==> src/rtl/bdq_pkg.sv <==
// Shared constants and types for the bounded deque with search.
// Holds field widths, the default depth and the command codes.
// No dependencies.
package bdq_pkg;

	localparam int DEPTH_DEF = 16;
	localparam int CMD_W     = 3;
	localparam int VAL_W     = 32;
	localparam int POS_W     = 4;
	localparam int CNT_W     = 5;

	typedef enum logic [CMD_W-1:0] {
		CMD_PUSH_FRONT = 3'd0,
		CMD_PUSH_BACK  = 3'd1,
		CMD_POP_FRONT  = 3'd2,
		CMD_POP_BACK   = 3'd3,
		CMD_SEARCH     = 3'd4,
		CMD_CLEAR      = 3'd5
	} cmd_t;

endpackage

==> src/rtl/bdq_store.sv <==
// Circular value store: one write port, one read port with registered data.
// Uses bdq_pkg for the value width.
module bdq_store #(
	parameter int DEPTH = bdq_pkg::DEPTH_DEF,
	parameter int AW    = $clog2(DEPTH)
) (
	input  logic                           clk,
	input  logic                           wr_en,
	input  logic [AW-1:0]                  wr_addr,
	input  logic [bdq_pkg::VAL_W-1:0]      wr_data,
	input  logic                           rd_en,
	input  logic [AW-1:0]                  rd_addr,
	output logic [bdq_pkg::VAL_W-1:0]      rd_data
);

	logic [bdq_pkg::VAL_W-1:0] mem_q [DEPTH];
	logic [bdq_pkg::VAL_W-1:0] rd_data_q;

	always_ff @(posedge clk) begin
		if (wr_en) begin
			mem_q[wr_addr] <= wr_data;
		end
		if (rd_en) begin
			rd_data_q <= mem_q[rd_addr];
		end
	end

	assign rd_data = rd_data_q;

endmodule

==> src/rtl/bounded_deque_with_search_unit.sv <==
// Bounded deque of signed 32-bit words with a front-first linear search.
// Insert, remove, clear and unused commands: applied and the result registered once the output is free.
// Search: entries are read from the front and compared in turn until a hit or the last entry;
// an empty store finishes at once. The next word is taken back in idle. A held result delays the next.
// Reset (arst_n low, asynchronous): store empty, front at slot 0, no result pending;
// stored entries are not cleared.
module bounded_deque_with_search_unit #(
	parameter int DEPTH = bdq_pkg::DEPTH_DEF
) (
	input  logic                             clk,
	input  logic                             arst_n,
	input  logic                             in_valid,
	output logic                             in_stall,
	input  logic [bdq_pkg::CMD_W-1:0]        command,
	input  logic signed [bdq_pkg::VAL_W-1:0] value,
	output logic                             out_valid,
	input  logic                             out_stall,
	output logic                             status,
	output logic                             found,
	output logic [bdq_pkg::POS_W-1:0]        position,
	output logic [bdq_pkg::CNT_W-1:0]        count
);

	localparam int IW = $clog2(DEPTH);
	localparam int CW = $clog2(DEPTH + 1);
	localparam int SW = CW + 1;

	typedef enum logic [3:0] {
		ST_IDLE   = 4'b0001,
		ST_EXEC   = 4'b0010,
		ST_SCAN   = 4'b0100,
		ST_FINISH = 4'b1000
	} state_t;

	state_t                      state_q;
	bdq_pkg::cmd_t               cmd_q;
	logic [bdq_pkg::VAL_W-1:0]   key_q;
	logic [IW-1:0]               front_q;
	logic [CW-1:0]               occ_q;
	logic [CW-1:0]               rd_idx_q;
	logic                        cmp_valid_s1;
	logic [IW-1:0]               cmp_idx_s1;
	logic                        hit_q;
	logic [IW-1:0]               hit_pos_q;
	logic                        out_valid_q;
	logic                        status_q;
	logic                        found_q;
	logic [bdq_pkg::POS_W-1:0]   position_q;
	logic [bdq_pkg::CNT_W-1:0]   count_q;

	logic                        full;
	logic                        empty;
	logic                        slot_free;
	logic [IW-1:0]               front_dec;
	logic [IW-1:0]               front_inc;
	logic [IW-1:0]               back_slot;
	logic [IW-1:0]               rd_slot;
	logic [IW-1:0]               front_nxt;
	logic [CW-1:0]               occ_nxt;
	logic                        err;
	logic                        wr_en;
	logic [IW-1:0]               wr_addr;
	logic                        rd_en;
	logic [bdq_pkg::VAL_W-1:0]   rd_data;
	logic                        hit;
	logic                        scan_miss;
	logic                        exec_done;
	logic                        finish_done;
	logic [31:0]                 occ_ext;
	logic [31:0]                 cnt_ext;
	logic [31:0]                 pos_ext;

	function automatic logic [IW-1:0] wrap_add(logic [IW-1:0] base, logic [CW-1:0] off);
		logic [SW-1:0] sum;
		sum = SW'(base) + SW'(off);
		if (sum >= SW'(DEPTH)) begin
			sum = sum - SW'(DEPTH);
		end
		return sum[IW-1:0];
	endfunction

	assign full      = (occ_q == CW'(DEPTH));
	assign empty     = (occ_q == '0);
	assign slot_free = !out_valid_q || !out_stall;
	assign front_dec = (front_q == '0) ? IW'(DEPTH - 1) : front_q - IW'(1);
	assign front_inc = (front_q == IW'(DEPTH - 1)) ? '0 : front_q + IW'(1);
	assign back_slot = wrap_add(front_q, occ_q);
	assign rd_slot   = wrap_add(front_q, rd_idx_q);

	always_comb begin
		front_nxt = front_q;
		occ_nxt   = occ_q;
		err       = 1'b0;
		case (cmd_q)
			bdq_pkg::CMD_PUSH_FRONT: begin
				if (full) begin
					err = 1'b1;
				end else begin
					front_nxt = front_dec;
					occ_nxt   = occ_q + CW'(1);
				end
			end
			bdq_pkg::CMD_PUSH_BACK: begin
				if (full) begin
					err = 1'b1;
				end else begin
					occ_nxt = occ_q + CW'(1);
				end
			end
			bdq_pkg::CMD_POP_FRONT: begin
				if (empty) begin
					err = 1'b1;
				end else begin
					front_nxt = front_inc;
					occ_nxt   = occ_q - CW'(1);
				end
			end
			bdq_pkg::CMD_POP_BACK: begin
				if (empty) begin
					err = 1'b1;
				end else begin
					occ_nxt = occ_q - CW'(1);
				end
			end
			bdq_pkg::CMD_CLEAR: begin
				front_nxt = '0;
				occ_nxt   = '0;
			end
			default: begin
			end
		endcase
	end

	assign exec_done   = (state_q == ST_EXEC) && (cmd_q != bdq_pkg::CMD_SEARCH) && slot_free;
	assign finish_done = (state_q == ST_FINISH) && slot_free;
	assign wr_en       = exec_done && !full &&
	                     ((cmd_q == bdq_pkg::CMD_PUSH_FRONT) || (cmd_q == bdq_pkg::CMD_PUSH_BACK));
	assign wr_addr     = (cmd_q == bdq_pkg::CMD_PUSH_FRONT) ? front_dec : back_slot;
	assign rd_en       = (state_q == ST_SCAN) && (rd_idx_q != occ_q);
	assign hit         = cmp_valid_s1 && (rd_data == key_q);
	assign scan_miss   = cmp_valid_s1 && !hit && (rd_idx_q == occ_q);

	bdq_store #(
		.DEPTH (DEPTH),
		.AW    (IW)
	) u_store (
		.clk     (clk),
		.wr_en   (wr_en),
		.wr_addr (wr_addr),
		.wr_data (key_q),
		.rd_en   (rd_en),
		.rd_addr (rd_slot),
		.rd_data (rd_data)
	);

	always_ff @(posedge clk or negedge arst_n) begin
		if (!arst_n) begin
			state_q      <= ST_IDLE;
			front_q      <= '0;
			occ_q        <= '0;
			rd_idx_q     <= '0;
			cmp_valid_s1 <= 1'b0;
			hit_q        <= 1'b0;
			out_valid_q  <= 1'b0;
		end else begin
			if (exec_done || finish_done) begin
				out_valid_q <= 1'b1;
			end else if (!out_stall) begin
				out_valid_q <= 1'b0;
			end
			case (state_q)
				ST_IDLE: begin
					if (in_valid) begin
						state_q <= ST_EXEC;
					end
				end
				ST_EXEC: begin
					if (cmd_q == bdq_pkg::CMD_SEARCH) begin
						rd_idx_q     <= '0;
						cmp_valid_s1 <= 1'b0;
						hit_q        <= 1'b0;
						if (empty) begin
							state_q <= ST_FINISH;
						end else begin
							state_q <= ST_SCAN;
						end
					end else if (slot_free) begin
						front_q <= front_nxt;
						occ_q   <= occ_nxt;
						state_q <= ST_IDLE;
					end
				end
				ST_SCAN: begin
					cmp_valid_s1 <= rd_en;
					if (rd_en) begin
						rd_idx_q <= rd_idx_q + CW'(1);
					end
					if (hit) begin
						hit_q   <= 1'b1;
						state_q <= ST_FINISH;
					end else if (scan_miss) begin
						hit_q   <= 1'b0;
						state_q <= ST_FINISH;
					end
				end
				ST_FINISH: begin
					if (slot_free) begin
						state_q <= ST_IDLE;
					end
				end
				default: begin
					state_q <= ST_IDLE;
				end
			endcase
		end
	end

	assign occ_ext = 32'(occ_nxt);
	assign cnt_ext = 32'(occ_q);
	assign pos_ext = 32'(hit_pos_q);

	always_ff @(posedge clk) begin
		if ((state_q == ST_IDLE) && in_valid) begin
			cmd_q <= bdq_pkg::cmd_t'(command);
			key_q <= value;
		end
		if (rd_en) begin
			cmp_idx_s1 <= rd_idx_q[IW-1:0];
		end
		if ((state_q == ST_SCAN) && hit) begin
			hit_pos_q <= cmp_idx_s1;
		end
		if (exec_done) begin
			status_q   <= err;
			found_q    <= 1'b0;
			position_q <= '0;
			count_q    <= occ_ext[bdq_pkg::CNT_W-1:0];
		end else if (finish_done) begin
			status_q   <= 1'b0;
			found_q    <= hit_q;
			position_q <= hit_q ? pos_ext[bdq_pkg::POS_W-1:0] : '0;
			count_q    <= cnt_ext[bdq_pkg::CNT_W-1:0];
		end
	end

	assign in_stall  = (state_q != ST_IDLE);
	assign out_valid = out_valid_q;
	assign status    = status_q;
	assign found     = found_q;
	assign position  = position_q;
	assign count     = count_q;

endmodule

==> config.mk <==
export PLATFORM = sky130hd
export DESIGN_NAME = bounded_deque_with_search_unit
export DESIGN_NICKNAME = d
export VERILOG_FILES = /design/src/rtl/bdq_pkg.sv /design/src/rtl/bdq_store.sv /design/src/rtl/bounded_deque_with_search_unit.sv
export SDC_FILE = /design/constraint.sdc
export NUM_CORES = 1
export LEC_CHECK = 0
export ABC_AREA = 0
export BUFFER_PORTS_ARGS = -buffer_cell sky130_fd_sc_hd__buf_4
export CORE_MARGIN = 2
export CORE_UTILIZATION = 55
export DETAILED_ROUTE_END_ITERATION = 10
export HOLD_SLACK_MARGIN = 0.06
export PLACE_DENSITY = 0.8
export REMOVE_ABC_BUFFERS = 1
export SYNTH_ARGS = -nofsm -noshare
export SYNTH_HDL_FRONTEND = slang
export SYNTH_SLANG_ARGS = --single-unit
==> constraint.sdc <==
create_clock -name clk -period 4.95 [get_ports clk]
set_input_delay 0 -clock clk [delete_from_list [all_inputs] [get_ports clk]]
set_output_delay 0 -clock clk [all_outputs]
set_load 0.005 [all_outputs]
==> run_results.csv <==
group,metric,value,unit
clocking,ctsResizeCount,0,
placement,place_worst_setup_slack,1470,ps
die,die_h,215,µm
critical_path,worst-endpoint-arrival,3860,ps
power_and_ir_drop,pwr-share-seq,42.5,%
global_routing,grt_pass1_wl,79.4,mm
route,first_iter_violations,1349,
timing,timing.hold.ws,82.5,ps
yosys,netlist_area,0.0244,mm²
yosys,synth_cell_types,64,
die,start_util,55.5,%
power_and_ir_drop,swShare,29.0,%
power_and_ir_drop,comb_power_share,26.8,%
power_and_ir_drop,p_sw,0.00450,W
timing,setup_slack,1450,ps
yosys,yosysTopAreaCell,"edfxtp_1",
final_layout,layout.nets,1429,
yosys,post-synth-top-count-cell,"edfxtp_1",
yosys,yosysSeqAreaShare,75.5,%
clocking,cts_sinks,619,
yosys,synth_ff_type,"edfxtp_1",
final_layout,synthToLayoutAreaGrowth,15.4,%
critical_path,required,5310,ps
yosys,synth_edf_count,593,
yosys,async_flop_share,3.39,%
timing,drv_slew,0,
route,drcViolationCount,0,
die,die_area,0.0461,mm²
critical_path,start_kind,"flip-flop",
route,dr.pass1.iters,5,
yosys,avgSynthCellArea,19.5,µm²
critical_path,cp-end-kind,"flip-flop",
timing,period_needed,3500,ps
placement,gp_congestion,0.798,
yosys,ys_seq_elements,619,
timing,period_share,70.8,%
route,avgViaCountPerCell,6.26,
min_path,min_from,"value[13]",
placement,detailed_place_hpwl,26.4,mm
outcome,status,"finished clean",
timing,hold_viol,0,
route,vias,12629,
global_routing,grt_max_degree,47,
power_and_ir_drop,p_int,0.0110,W
route,drt-total-wl,52.2,mm
yosys,syn_inst,1252,
run,cap_violations,0,
clocking,clk_pin_slew,60,ps
clocking,clockRootBuffer,"clkbuf_16",
critical_path,r2r_start,"front_q[0]$_DFFE_PN0P_",
timing,rsz0062_at_grt,"false",
yosys,yosysWarnings,0,
global_routing,grt_pass1_vias,12969,
clocking,clock_latency,630,ps
die,fp-row-count,77,
final_layout,diodes,0,
power_and_ir_drop,p_leak,9.04,nW
timing,max_freq,0.285,GHz
die,pin_count,52,
timing,finalClockSkew,34.5,ps
final_layout,nFillCells,2865,
timing,maxSlewHeadroom,15.9,%
critical_path,worstPathMaxFanout,26,
die,die_x,215,µm
global_routing,antenna_found_initial,0,
placement,portBuffers,51,
clocking,cts_tree,"built",
timing,setup_viol,0,
die,coreArea,0.0440,mm²
clocking,htree_num_levels,2,
clocking,cts_setup_buffers,0,
power_and_ir_drop,clkPwrFrac,30.7,%
yosys,synth_top_area_share,72.9,%
power_and_ir_drop,ir_drop,0.409,mV
clocking,clk_path_buf_depth,3,
yosys,synth.top_cells.by_count,"593 x edfxtp_1, 128 x mux4_2, 85 x nand2_1",
power_and_ir_drop,powerDensity,551,mW/mm²
global_routing,grt.overflow.total,0,
route,ant_nets,0,
timing,worstMarginPinSlew,1250,ps
min_path,hold_class,"input port to flip-flop",
critical_path,path_class,"flip-flop to flip-flop",
final_layout,drive_above_1_share,24.4,%
yosys,ys_top_cells_by_area,"edfxtp_1 73%, mux4_2 12%, dfrtp_1 2.0%",
route,wire_per_inst,25.9,µm
clocking,cts_made_buffers,58,
critical_path,startpoint,"front_q[0]$_DFFE_PN0P_",
global_routing,grt_use_total,23.2,%
[power by group through the flow]
stage | Sequential (W) | Combinational (W) | Clock [W]
CTS | 0.00659 | 0.00419 | 0.00481
global placement | 0.00667 | 0.00400 | 0
detailed placement | 0.00670 | 0.00411 | 0
floorplan | 0.00656 | 0.00321 | 0
finish | 0.00659 | 0.00416 | 0.00476
global route | 0.00664 | 0.00450 | 0.00502
[cells by family (layout without fill, tap and decap cells)]
logic type               count (synthesis)  after routing  share of synthesized area, %
multiplexers                           131            131                          11.9
AND/OR/NAND/NOR                        216            216                          4.37
adder cells (fa/ha/maj)                 13             13                         0.727
flip-flops                             619            619                          75.5
XOR/XNOR                                48             48                          1.75
AO/OA/AOI/OAI                          143            143                          3.99
buffers and inverters                   82            254                          1.75
[layer usage]
| metal | up-vias | GRT usage, % | share of wire (%) |
|---|---|---|---|
| met2 | 627 | 37.9 | 50 |
| li1 | 5309 | - | - |
| met4 | 0 | 8.91 | 3.3 |
| met1 | 6571 | 31.4 | 39 |
| met3 | 122 | 4.22 | 8.2 |
| met5 | - | 0 | 0 |
[final timing paths]
| check | end | slack (ps) | depth (start not counted) |
|---|---|---|---|
| max | u_store.rd_data[6]$_DFFE_PP_ | 1450 | 8 |
| min | key_q[13]$_DFFE_PP_ | 80 | 2 |
| max reg2reg | u_store.rd_data[6]$_DFFE_PP_ | 1450 | 8 |
| min reg2reg | hit_pos_q[2]$_DFFE_PP_ | 420 | 0 |
| max in group asynchronous | occ_q[1]$_DFFE_PN0P_ | 3140 | 4 |
| min in group asynchronous | state_q[0]$_DFFE_PN1P_ | 420 | 3 |
[layout make-up]
cell class | instances | area [µm²] | area share [%]
flip-flops and latches | 619 | 18400 | 65.4
clock inverters | 43 | 597 | 2.12
clock buffers | 64 | 1470 | 5.23
well taps | 592 | 741 | 2.63
inverters | 15 | 56.3 | 0.200
multi-input cells | 551 | 5730 | 20.3
repair buffers | 132 | 1150 | 4.09
[sequential cells by signal, indices dropped and copies added (netlist names), 3 cells and up]
register,flops
front_q,4
u_store.rd_data,32
state_q,4
occ_q,5
key_q,32
hit_pos_q,4
count,5
cmd_q,3
cmp_idx_s1,4
position,4
rd_idx_q,5
u_store.mem_q,512
[layout by cell type, fill, tap and decap left out, types with 7 or more instances in the layout]
cell type,count
and2_1,32
o21ai_1,7
mux4_2,128
bufinv_16,13
dlygate4sd3_1,45
xnor2_1,32
dfrtp_1,20
a211oi_1,33
a31oi_1,37
nor2_1,24
nor3_1,10
buf_4,83
nand2_1,85
xor2_1,13
ha_1,10
nor3_2,9
nor2_4,9
edfxtp_1,593
a21oi_1,16
inv_1,14
nand4_1,7
o21ai_0,16
nand3_1,13
clkbuf_16,58
clkinv_2,19
[metrics by stage]
stage / total power, W / std cells / area, µm² / TNS [ps] / util, %
2_1_floorplan: 0.00977 / 1185 / 24100 / -57850 / -
3_3_place_gp: 0.0107 / 1864 / 25700 / 0 / 58.3
3_5_place_dp: 0.0108 / 1864 / 25700 / 0 / 58.3
4_1_cts: 0.0156 / 2016 / 28200 / 0 / 64.0
5_1_grt: 0.0162 / 2016 / 28200 / 0 / 64.0
6_report: 0.0155 / 2016 / 28200 / 0 / 64.0
[timing repair]
item,4_1_cts,5_1_grt
endpoints found under the setup margin,0,0
hold buffers,45,0
endpoints found under the hold margin,69,0
[worst max-delay path: stages (launching register included)]
cell      delay, ps
dfrtp_1         580
ha_4            200
inv_1            50
fa_4           1060
buf_4           450
mux4_2          380
and2_1          180
a211oi_1        240
a31oi_1          70
(Power assumes the default switching activity.)
